## src/rtl/bsq_pkg.sv

```systemverilog
`default_nettype none
// ----------------------------------------------------------------------------
// bsq_pkg - shared constants and types for the bandwidth sample event queue
// Queue geometry, divider widths, register map and request codes.
// ----------------------------------------------------------------------------
package bsq_pkg;

   // Ring storage geometry
   localparam int QUEUE_DEPTH = 32;
   localparam int PTR_W       = $clog2(QUEUE_DEPTH);
   localparam int CNT_W       = PTR_W + 1;

   // Field widths
   localparam int LEN_W   = 16;
   localparam int TS_W    = 64;
   localparam int WORD_W  = 32;
   localparam int QSIZE_W = 6;

   // Rate math: chunk_length * 1000 fits in 26 bits
   localparam int RATE_SCALE = 1000;
   localparam int DIVIDEND_W = LEN_W + 10;
   localparam int DIVISOR_W  = WORD_W;
   localparam int DIV_CNT_W  = $clog2(DIVIDEND_W);

   // Register map
   localparam int CSR_ADDR_W = 3;
   localparam int CSR_DATA_W = 32;
   localparam logic [CSR_ADDR_W-3:0] REG_QUEUE_SIZE = '0;
   localparam logic [QSIZE_W-1:0]    DEFAULT_QSIZE  = QSIZE_W'(8);

   // Request kinds carried on tuser
   localparam logic MODE_FEED = 1'b0;
   localparam logic MODE_POP  = 1'b1;

   // Divider status toward the sequencer
   typedef struct packed {
      logic busy;
      logic done;
   } div_status_type;

endpackage : bsq_pkg
`default_nettype wire

```

## src/rtl/bsq_div.sv

```systemverilog
`default_nettype none
// ----------------------------------------------------------------------------
// bsq_div - radix-2 restoring divider
// Produces one quotient bit per cycle and then raises done.
// ----------------------------------------------------------------------------
module bsq_div
   import bsq_pkg::*;
(
   input  wire logic                  clock,
   input  wire logic                  reset,
   input  wire logic                  start,
   input  wire logic [DIVIDEND_W-1:0] dividend,
   input  wire logic [DIVISOR_W-1:0]  divisor,
   output div_status_type             status,
   output logic [DIVIDEND_W-1:0]      quotient
);

   logic                  busy_ff, busy_in;
   logic                  done_ff, done_in;
   logic [DIV_CNT_W-1:0]  cnt_ff, cnt_in;
   logic [DIVISOR_W-1:0]  rem_ff, rem_in;
   logic [DIVISOR_W-1:0]  dvs_ff, dvs_in;
   logic [DIVIDEND_W-1:0] quo_ff, quo_in;

   logic [DIVISOR_W:0]    shifted;
   logic [DIVISOR_W:0]    trial;
   logic                  fits;

   // Shift in the next dividend bit and try the subtract
   assign shifted = {rem_ff, quo_ff[DIVIDEND_W-1]};
   assign trial   = shifted - {1'b0, dvs_ff};
   assign fits    = shifted >= {1'b0, dvs_ff};

   always_comb begin
      busy_in = busy_ff;
      done_in = 1'b0;
      cnt_in  = cnt_ff;
      rem_in  = rem_ff;
      dvs_in  = dvs_ff;
      quo_in  = quo_ff;
      if (start) begin
         busy_in = 1'b1;
         cnt_in  = DIV_CNT_W'(DIVIDEND_W - 1);
         rem_in  = '0;
         dvs_in  = divisor;
         quo_in  = dividend;
      end else if (busy_ff) begin
         rem_in = fits ? trial[DIVISOR_W-1:0] : shifted[DIVISOR_W-1:0];
         quo_in = {quo_ff[DIVIDEND_W-2:0], fits};
         if (cnt_ff == '0) begin
            busy_in = 1'b0;
            done_in = 1'b1;
         end else begin
            cnt_in = cnt_ff - 1'b1;
         end
      end
   end

   // Control state
   always_ff @(posedge clock) begin
      if (reset) begin
         busy_ff <= 1'b0;
         done_ff <= 1'b0;
      end else begin
         busy_ff <= busy_in;
         done_ff <= done_in;
      end
   end

   // Datapath
   always_ff @(posedge clock) begin
      cnt_ff <= cnt_in;
      rem_ff <= rem_in;
      dvs_ff <= dvs_in;
      quo_ff <= quo_in;
   end

   assign status.busy = busy_ff;
   assign status.done = done_ff;
   assign quotient    = quo_ff;

endmodule : bsq_div
`default_nettype wire

```

## src/rtl/bandwidth_sample_event_queue_unit.sv

```systemverilog
`default_nettype none
// ----------------------------------------------------------------------------
// bandwidth_sample_event_queue_unit - rate sampler with a ring event queue
// Feeds compute bytes-per-second samples and queue them; pops return them.
// ----------------------------------------------------------------------------
// One request beat is taken at a time. A pop goes straight from the idle state
// to the result state; a feed first passes the calc state, and a feed that takes
// a rate sample then waits in the divide state: the rate comes from a radix-2
// divider that retires one quotient bit per cycle over the 26-bit dividend.
// The result moves into the output register once the result side is free,
// and the request side is ready again as soon as it has moved there, so a
// result may wait there while the next request is already being worked on.
// A write to queue_size empties the queue and clears the time base and both
// counters; issue it only while no request is in flight. There is no clearing
// pass after reset.
// ----------------------------------------------------------------------------
module bandwidth_sample_event_queue_unit
   import bsq_pkg::*;
(
   input  wire logic                  clock,
   input  wire logic                  reset,
   // Request stream
   input  wire logic                  req_tvalid,
   output logic                       req_tready,
   input  wire logic [79:0]           req_tdata,   // [15:0] chunk_length, [79:16] timestamp
   input  wire logic [0:0]            req_tuser,   // [0] mode
   // Result stream
   output logic                       rsp_tvalid,
   input  wire logic                  rsp_tready,
   output logic [127:0]               rsp_tdata,   // [31:0] event_offset, [63:32] event_rate,
                                                   // [95:64] sample_count, [127:96] byte_total
   output logic [2:0]                 rsp_tuser,   // [0] status, [1] sample_dropped,
                                                   // [2] event_valid
   // Register port
   input  wire logic                  csr_psel,
   input  wire logic                  csr_penable,
   input  wire logic                  csr_pwrite,
   input  wire logic [CSR_ADDR_W-1:0] csr_paddr,
   input  wire logic [CSR_DATA_W-1:0] csr_pwdata,
   output logic [CSR_DATA_W-1:0]      csr_prdata,
   output logic                       csr_pready
);

   typedef enum logic [3:0] {
      ST_IDLE   = 4'b0001,
      ST_CALC   = 4'b0010,
      ST_DIVIDE = 4'b0100,
      ST_DONE   = 4'b1000
   } state_type;

   state_type             state_ff, state_in;
   logic                  mode_ff, mode_in;
   logic [LEN_W-1:0]      len_ff, len_in;
   logic [TS_W-1:0]       ts_ff, ts_in;
   logic                  take_ff, take_in;
   logic [QSIZE_W-1:0]    qsize_ff, qsize_in;
   logic [PTR_W-1:0]      rp_ff, rp_in;
   logic [PTR_W-1:0]      wp_ff, wp_in;
   logic [CNT_W-1:0]      count_ff, count_in;
   logic [TS_W-1:0]       prev_ff, prev_in;
   logic [WORD_W-1:0]     bytes_ff, bytes_in;
   logic [WORD_W-1:0]     samples_ff, samples_in;
   logic                  rsp_valid_ff, rsp_valid_in;
   logic [127:0]          rsp_data_ff, rsp_data_in;
   logic [2:0]            rsp_user_ff, rsp_user_in;

   // Sample store: {rate, offset}
   logic [63:0]           sample_store_mem [QUEUE_DEPTH];
   logic [63:0]           mem_rd_ff;
   logic                  mem_we;
   logic [63:0]           mem_wdata;

   logic                  req_accept;
   logic                  out_free;
   logic                  cfg_we;
   logic                  commit;
   logic [QSIZE_W-1:0]    depth_sel;
   logic [CNT_W-1:0]      depth;
   logic [TS_W-1:0]       ts_diff;
   logic [DIVISOR_W-1:0]  dt;
   logic [DIVIDEND_W-1:0] dividend;
   logic                  div_start;
   div_status_type        div_stat;
   logic [DIVIDEND_W-1:0] quotient;
   logic [CNT_W-1:0]      rp_inc;
   logic [CNT_W-1:0]      wp_inc;

   assign req_accept = req_tvalid && req_tready;
   assign out_free   = !rsp_valid_ff || rsp_tready;
   assign commit     = (state_ff == ST_DONE) && out_free;
   assign cfg_we     = csr_psel && csr_penable && csr_pwrite && csr_pready &&
                       (csr_paddr[CSR_ADDR_W-1:2] == REG_QUEUE_SIZE);

   // Ring depth in use: zero picks the default, clamp at the storage depth
   assign depth_sel = (qsize_ff == '0) ? DEFAULT_QSIZE : qsize_ff;
   assign depth     = (32'(depth_sel) > QUEUE_DEPTH) ? CNT_W'(QUEUE_DEPTH)
                                                     : CNT_W'(depth_sel);
   assign rp_inc    = CNT_W'(rp_ff) + 1'b1;
   assign wp_inc    = CNT_W'(wp_ff) + 1'b1;

   // Time step: low 32 bits of the advance, else one; zero becomes one
   assign ts_diff  = ts_ff - prev_ff;
   always_comb begin
      dt = (ts_ff > prev_ff) ? ts_diff[DIVISOR_W-1:0] : DIVISOR_W'(1);
      if (dt == '0) begin
         dt = DIVISOR_W'(1);
      end
   end
   assign dividend = DIVIDEND_W'(len_ff) * DIVIDEND_W'(RATE_SCALE);

   bsq_div u_div (
      .clock    (clock),
      .reset    (reset),
      .start    (div_start),
      .dividend (dividend),
      .divisor  (dt),
      .status   (div_stat),
      .quotient (quotient)
   );

   // Sequencer and queue bookkeeping
   always_comb begin
      state_in     = state_ff;
      mode_in      = mode_ff;
      len_in       = len_ff;
      ts_in        = ts_ff;
      take_in      = take_ff;
      qsize_in     = qsize_ff;
      rp_in        = rp_ff;
      wp_in        = wp_ff;
      count_in     = count_ff;
      prev_in      = prev_ff;
      bytes_in     = bytes_ff;
      samples_in   = samples_ff;
      rsp_valid_in = rsp_valid_ff && !rsp_tready;
      rsp_data_in  = rsp_data_ff;
      rsp_user_in  = rsp_user_ff;
      div_start    = 1'b0;
      mem_we       = 1'b0;
      mem_wdata    = {WORD_W'(quotient), bytes_ff};

      case (state_ff)
         ST_IDLE: begin
            if (req_accept) begin
               mode_in  = req_tuser[0];
               len_in   = req_tdata[LEN_W-1:0];
               ts_in    = req_tdata[LEN_W+TS_W-1:LEN_W];
               take_in  = 1'b0;
               state_in = (req_tuser[0] == MODE_POP) ? ST_DONE : ST_CALC;
            end
         end
         ST_CALC: begin
            // Start a rate sample when the length is nonzero and both timestamps are present
            if (len_ff != '0 && ts_ff != '0 && prev_ff != '0) begin
               take_in   = 1'b1;
               div_start = 1'b1;
               state_in  = ST_DIVIDE;
            end else begin
               state_in  = ST_DONE;
            end
         end
         ST_DIVIDE: begin
            if (div_stat.done) begin
               state_in = ST_DONE;
            end
         end
         ST_DONE: begin
            if (out_free) begin
               state_in     = ST_IDLE;
               rsp_valid_in = 1'b1;
               rsp_user_in  = '0;
               rsp_data_in  = '0;
               if (mode_ff == MODE_POP) begin
                  // Pop the oldest entry when there is one
                  if (count_ff != '0) begin
                     rsp_user_in[2]     = 1'b1;
                     rsp_data_in[63:0]  = mem_rd_ff;
                     rp_in              = (rp_inc == depth) ? '0 : rp_inc[PTR_W-1:0];
                     count_in           = count_ff - 1'b1;
                  end
               end else if (len_ff == '0) begin
                  rsp_user_in[0] = 1'b1;
               end else begin
                  if (take_ff) begin
                     // Push or drop, and count the sample either way
                     if (count_ff >= depth) begin
                        rsp_user_in[1] = 1'b1;
                     end else begin
                        mem_we   = 1'b1;
                        wp_in    = (wp_inc == depth) ? '0 : wp_inc[PTR_W-1:0];
                        count_in = count_ff + 1'b1;
                     end
                     samples_in = samples_ff + 1'b1;
                     bytes_in   = bytes_ff + WORD_W'(len_ff);
                  end
                  if (ts_ff != '0) begin
                     prev_in = ts_ff;
                  end
               end
               rsp_data_in[95:64]  = samples_in;
               rsp_data_in[127:96] = bytes_in;
            end
         end
         default: begin
            state_in = ST_IDLE;
         end
      endcase

      // Register write reinitializes the run state
      if (cfg_we) begin
         qsize_in   = csr_pwdata[QSIZE_W-1:0];
         rp_in      = '0;
         wp_in      = '0;
         count_in   = '0;
         prev_in    = '0;
         bytes_in   = '0;
         samples_in = '0;
      end
   end

   // Control state
   always_ff @(posedge clock) begin
      if (reset) begin
         state_ff     <= ST_IDLE;
         take_ff      <= 1'b0;
         qsize_ff     <= DEFAULT_QSIZE;
         rp_ff        <= '0;
         wp_ff        <= '0;
         count_ff     <= '0;
         prev_ff      <= '0;
         bytes_ff     <= '0;
         samples_ff   <= '0;
         rsp_valid_ff <= 1'b0;
      end else begin
         state_ff     <= state_in;
         take_ff      <= take_in;
         qsize_ff     <= qsize_in;
         rp_ff        <= rp_in;
         wp_ff        <= wp_in;
         count_ff     <= count_in;
         prev_ff      <= prev_in;
         bytes_ff     <= bytes_in;
         samples_ff   <= samples_in;
         rsp_valid_ff <= rsp_valid_in;
      end
   end

   // Request and result payload
   always_ff @(posedge clock) begin
      mode_ff     <= mode_in;
      len_ff      <= len_in;
      ts_ff       <= ts_in;
      rsp_data_ff <= rsp_data_in;
      rsp_user_ff <= rsp_user_in;
   end

   // Sample store, registered read at the read pointer
   always_ff @(posedge clock) begin
      if (mem_we) begin
         sample_store_mem[wp_ff] <= mem_wdata;
      end
      mem_rd_ff <= sample_store_mem[rp_ff];
   end

   assign req_tready = (state_ff == ST_IDLE);
   assign rsp_tvalid = rsp_valid_ff;
   assign rsp_tdata  = rsp_data_ff;
   assign rsp_tuser  = rsp_user_ff;

   // Register read-back
   assign csr_pready = 1'b1;
   assign csr_prdata = (csr_paddr[CSR_ADDR_W-1:2] == REG_QUEUE_SIZE) ?
                       CSR_DATA_W'(qsize_ff) : '0;

   // Fill level never passes the depth in use
   a_count_bound: assert property (@(posedge clock) disable iff (reset)
      count_ff <= depth)
      else $error("entry count above ring depth");

   // Pointers stay inside the ring
   a_ptr_bound: assert property (@(posedge clock) disable iff (reset)
      (CNT_W'(rp_ff) < depth) && (CNT_W'(wp_ff) < depth))
      else $error("queue pointer outside ring");

   // Divider finishes only while the sequencer waits for it
   a_div_done: assert property (@(posedge clock) disable iff (reset)
      div_stat.done |-> (state_ff == ST_DIVIDE))
      else $error("divider done outside divide state");

   // Divider is quiet whenever a new request may enter
   a_div_idle: assert property (@(posedge clock) disable iff (reset)
      (state_ff == ST_IDLE) |-> !div_stat.busy)
      else $error("divider busy while idle");

   // A pop of a nonempty queue removes exactly one entry
   a_pop_count: assert property (@(posedge clock) disable iff (reset)
      (commit && mode_ff == MODE_POP && count_ff != '0 && !cfg_we)
      |=> (count_ff == $past(count_ff) - 1'b1))
      else $error("pop did not remove one entry");

endmodule : bandwidth_sample_event_queue_unit
`default_nettype wire

```

## config.mk

```make
export PLATFORM = sky130hd
export DESIGN_NAME = bandwidth_sample_event_queue_unit
export DESIGN_NICKNAME = d
export VERILOG_FILES = /design/src/rtl/bsq_pkg.sv /design/src/rtl/bsq_div.sv /design/src/rtl/bandwidth_sample_event_queue_unit.sv
export SDC_FILE = /design/constraint.sdc
export NUM_CORES = 2
export LEC_CHECK = 0
export BUFFER_PORTS_ARGS = -buffer_cell sky130_fd_sc_hd__buf_2
export CORE_ASPECT_RATIO = 1.5
export CORE_MARGIN = 3
export CORE_UTILIZATION = 55
export DETAILED_ROUTE_END_ITERATION = 10
export PLACE_DENSITY = 0.72
export RECOVER_POWER = 100
export SYNTH_ARGS = -nofsm -noshare
export SYNTH_HDL_FRONTEND = slang
export SYNTH_SLANG_ARGS = --single-unit
```

## constraint.sdc

```tcl
create_clock -name clock -period 10.9 [get_ports clock]
set_input_delay 2.18 -clock clock [delete_from_list [all_inputs] [get_ports clock]]
set_output_delay 2.18 -clock clock [all_outputs]
set_load 0.01 [all_outputs]
```

* Word-level counts from Yosys, hierarchy flattened *
Memory sizes are Yosys's and may differ from the RTL's. A register that Yosys moved wholly into a read port is not among the register bits.
Cells that the tools add are included.
Widths: inputs -> output; s select.

operators by class
  $mul = 1
  equal/unequal tests = 13
  reductions and logical operators = 34
  $lt $le $gt $ge = 4
  bitwise gates (word level) = 7
  add/subtract/negate cells = 9
  mux-type cells = 48

operator list
  kind                   number
  $mux 32                8
  $reduce_bool 64->1     2
  $gt 64x64->1           1
  $sub 32x32->32         2
  $mux 26                2
  $mux 6                 8
  $ge 33x32->1           1
  $add 32x1->32 const B  1
  $add 32x16->32         1
  $logic_not 32->1       1
  $mul 16x7->23 const B  1
  $mux 1                 21
  $mux 4                 5
  $logic_not 16->1       1
  $pmux 4 s4             1
  $reduce_bool 16->1     1
  $add 5x1->6 const B    2
  $eq 6x6->1             2
  $reduce_and 6->1       2
  $mux 5                 2
  $ne 2x2->1 const B     4
  $reduce_and 2->1       4
  $logic_and 1x1->1      7
  $not 1->1              7
  22 further kinds       29

storage, ports and cells
  input bits = 123
  output and inout bits = 166
  bits in writable memories = 1856
  logic and storage cells = 143
  bits in registers = 529
  memories = 1

memory list
  name              depth  width  rd ports  clocked after memory_dff  write ports  RTL line                                 text
  sample_store_mem  32     58     1         1                         1            bandwidth_sample_event_queue_unit.sv:68  logic [63:0] sample_store_mem [QUEUE_DEPTH];

* Logic depth before layout (Yosys ltp) *
  depth after elaboration = 13
  gate-level depth with buffers = 19
  mapped depth without buffers = 19

* Cells and area by module *
From an unflattened synthesis, not the netlist that was laid out.

unflattened totals
  cell total of the unflattened synthesis = 5375
  area, all modules = 98020.3 um^2

modules (own cells, without submodules)
  module                             times used  cells an instance  area an instance (um^2)  seq. area each (um^2)
  bandwidth_sample_event_queue_unit  1           4841               92565.0                  66203.5
  bsq_div                            1           534                5455.2                   2522.4

* Worst setup path after synthesis *
OpenSTA, ideal clock, no wires.

  path kind = input port to flip-flop
  from = in rsp_tready
  to = reg samples_ff[15]
  buffers on the path = 1
  arrival time = 6.704 ns
  cell stages on the path = 7
  required time = 10.772 ns
  setup time = 0.128 ns
  path slack = 4.068 ns
  cells stage by stage = nand2b_1 -> nand2_1 -> clkinv_1 -> clkbuf_1 -> nand2_1 -> xor2_1 -> nor2_1

between the ends
  word-level cells in the longest chain between the ends = 2

ends and longest elaborated chain
  what                        RTL line                                  text
  from (decl)                 bandwidth_sample_event_queue_unit.sv:29   input wire logic rsp_tready,
  $logic_or 1x1->1            bandwidth_sample_event_queue_unit.sv:89   assign out_free = !rsp_valid_ff || rsp_tready;
  $reduce_and 2->1 (no line)  n/a
  to (signal assigned)        bandwidth_sample_event_queue_unit.sv:243  samples_ff <= samples_in;
  to (decl)                   bandwidth_sample_event_queue_unit.sv:62   logic [WORD_W-1:0] samples_ff, samples_in;

No other way between the ends.
A chain may end at the register's enable or synchronous reset.

* Final worst setup path *
  from = in rsp_tready
  to = reg bytes_ff[22]

between the ends
  word-level cells in the longest chain between the ends = 2

ends and longest elaborated chain
  what                        RTL line                                  text
  $logic_or 1x1->1            bandwidth_sample_event_queue_unit.sv:89
  $reduce_and 2->1 (no line)  n/a
  to (signal assigned)        bandwidth_sample_event_queue_unit.sv:242  bytes_ff <= bytes_in;
  to (decl)                   bandwidth_sample_event_queue_unit.sv:61   logic [WORD_W-1:0] bytes_ff, bytes_in;

No other way between the ends.

==> impl_metrics.toml <==
[outcome]
violations = "max-capacitance violations, max-slew violations"
status = "finished, violations left"

[detailed_routing]
wire_per_inst_um = 27.32
vias = 49840
via_per_inst = 6.116
routed_wl_mm = 222.6
ant_nets = 0
drc = 0
drt_iter0_drc = 4694
firstDrtPassIters = 6

[clocking]
post_cts_buffers = 0
holdBufCountCts = 0
tritoncts = "built"
path_clk_slew_ps = 70
root_buffer = "clkbuf_16"
cts.sinks = 2373
clk_latency_ps = 840
cts_resized = 0
ctsHtreeMaxLevel = 4
cts_buffers = 213
cts.path.max_buffers = 4

[worst_setup_path]
rr_endpoint = "sample_store_mem[8][27]"
crit_chain = "clkbuf_1, nand2b_1, nand2_1, buf_4, clkinvlp_2, nand2_1, nor2_1, nand4_1, xor2_1, nor2_1"
start_kind = "primary input"
worstPathMaxFanout = 70
endpoint_kind = "register"
cp.arrival_ps = 8110
ff2ff_setup_slack_ps = 3500
r2r_cells = 12
worstSetupPathType = "primary input to register"
cp_slowest_cell = "clkinvlp_2"
crit_path_end = "bytes_ff[22]"
critPathLaunch = "rsp_tready"
r2r_start = "len_ff[13]"
slowest_delay_ps = 2360
required_ps = 11440

[global_routing]
antenna_found_initial = 14
overflow = 0
grt_max_degree = 144
grt_usage_pct = 24.60
first_global_vias = 51590
grt_pass1_wl_mm = 330.9

[pwr]
p_int_mw = 14.93
power.share.clock_pct = 39.9
p_per_area_nw_per_um2 = 177.1
swShare_pct = 22.13
p_leak_nw = 35.05
p_switching_mw = 4.242
p_seq_share_pct = 51.9
p_comb_share_pct = 8.2
irDropWorstVdd_v = 0.0001502

[cells_and_area]
final_area_um2 = 108300
syn_to_final_growth_pct = 10.85
nFillCells = 12250
layout.nets = 6058
postLayoutCoreUtil_pct = 61.62
multi_input_area_um2 = 27160
seq_area_um2 = 68710
drive_above_1_share_pct = 18.76

[synth]
synth_edf_count = 2117
post-synth-top-area-fraction_pct = 65.08
netlist_area_um2 = 97680
yosysSeqAreaShare_pct = 70.33
ys_ff_latch = 2373
netlist_top_cells_area = "edfxtp_1, mux4_2, dfxtp_1, ha_1, nor2_1"
yosysMostFrequentCell = "edfxtp_1"
syn_avg_cell_area_um2 = 18.14
synth.largest_area_cell = "edfxtp_1"
synth_warnings = 0
synth_cell_types = 80
synth_common_cells = "edfxtp_1, mux4_2, nor2_1"
async_flop_share_pct = 0
synth_top_flop_cell = "edfxtp_1"
netlist_instances = 5384

[sta]
tns_ps = 0
finalMaxSlewViolations = 1862
fmax_mhz = 132.1
rsz0062_at_grt = "no"
finalSetupViolCount = 0
worstMarginPinSlew_ps = 4383
holdWs_ps = 471.5
hold_viol_final = 0
slew_headroom_pct = -192.2
fin_worst_skew_ps = 39.05
fin_crit_ps = 7568
min_period_over_period_pct = 69.43

[floorplan]
core_area_um2 = 175700
rows = 188
die_y_um = 522.1
io_pins = 289
start_util_pct = 55.59
dieArea_um2 = 182800
die_x_um = 350.1

[placement]
place_area_um2 = 101700
routabilityCongestion = 0.8986
io_buffers = 227
place_hpwl_mm = 127.9

[hold_path]
min-delay-path-class = "register to register"

[flow_run]
cap_viol_max_count = 57
==> sequential cells by signal (all words and copies together) (netlist names), 6 cells and up <==
register / cells
sample_store_mem: 1856
rsp_tdata: 122
prev_ff: 64
ts_ff: 64
mem_rd_ff: 58
bytes_ff: 32
samples_ff: 32
u_div.dvs_ff: 32
u_div.rem_ff: 32
u_div.quotient: 26
len_ff: 16
count_ff: 6
qsize_ff: 6
==> worst min path at each step <==
stage / startpoint / to / slack [ps] / depth (start not counted)
after detailed placement: take_ff / take_ff / 470 / 2
after CTS: mem_rd_ff[41] / rsp_tdata[41] / 470 / 1
after global routing: mem_rd_ff[41] / rsp_tdata[41] / 470 / 1
after floorplan: u_div.cnt_ff[4] / u_div.done_ff / 420 / 1
final: mem_rd_ff[41] / rsp_tdata[41] / 470 / 1
after global placement: u_div.cnt_ff[4] / u_div.done_ff / 450 / 1
==> per-stage QoR <==
step | instances | power (mW) | setup slack (ps)
2_1_floorplan | 5415 | 11.30 | 4068
3_3_place_gp | 7752 | 11.69 | 4919
3_5_place_dp | 7752 | 11.71 | 4845
4_1_cts | 8142 | 19.30 | 5241
5_1_grt | 8144 | 19.81 | 2600
6_report | 8150 | 19.17 | 3332
==> placed cells by master, fill, tap and decap left out, types with 42 or more instances in the layout <==
cell / n
xor2_1: 101
nand4_1: 43
a21oi_1: 154
edfxtp_1: 2117
nand2_1: 165
o21ai_0: 125
nor2_1: 307
clkbuf_1: 219
clkbuf_16: 215
nor4_1: 46
mux4_2: 580
buf_4: 49
dfxtp_1: 251
a21o_1: 57
inv_1: 227
fa_1: 58
clkinv_2: 42
xnor2_1: 100
buf_2: 82
nand3_1: 72
and2_0: 51
ha_1: 190
mux2i_1: 89
==> routing by layer <==
metal | global-route usage (%) | vias to the layer above | wire length (um)
met5 | 0 | - | 89
met1 | 30.46 | 25910 | 81230
met3 | 4.008 | 436 | 14660
met4 | 9.003 | 12 | 8756
met2 | 43.73 | 1779 | 117900
li1 | - | 21700 | -
==> critical path: cells and delay by family <==
family | cells | cell delay (ps)
AND/OR/NAND/NOR | 6 | 2920
buffers and inverters | 3 | 2780
XOR/XNOR | 1 | 180
==> area by class of cell <==
cell class	instances	area share [%]
inverters	229	0.7962
well taps	2280	2.635
clock buffers	269	5.313
flip-flops and latches	2373	63.46
diodes	8	0.01849
multi-input cells	2554	25.09
repair buffers	316	1.405
clock inverters	121	1.284
==> power by group through the flow <==
stage / Clock [mW] / Combinational, mW / Sequential [mW]
floorplan: 0 / 1.19 / 10.1
global placement: 0 / 1.56 / 10.1
detailed placement: 0 / 1.57 / 10.1
CTS: 7.78 / 1.58 / 9.94
global route: 8.10 / 1.76 / 9.95
finish: 7.66 / 1.57 / 9.94
==> cell families (layout without fill, tap and decap cells) <==
kind of cell               count (synthesis)  after routing  synth area share [%]
AOI/OAI and AO/OA                        468            468                 2.941
xor gates and xnor gates                 201            201                 1.802
adders and majority gates                248            248                 3.622
buffers and inverters                    488            935                 2.011
DFF                                     2373           2373                 70.33
muxes                                    727            727                 14.95
other                                      2             41              0.007688
and+or+nand+nor                          877            877                 4.335
Power figures use the tool's default switching activity.
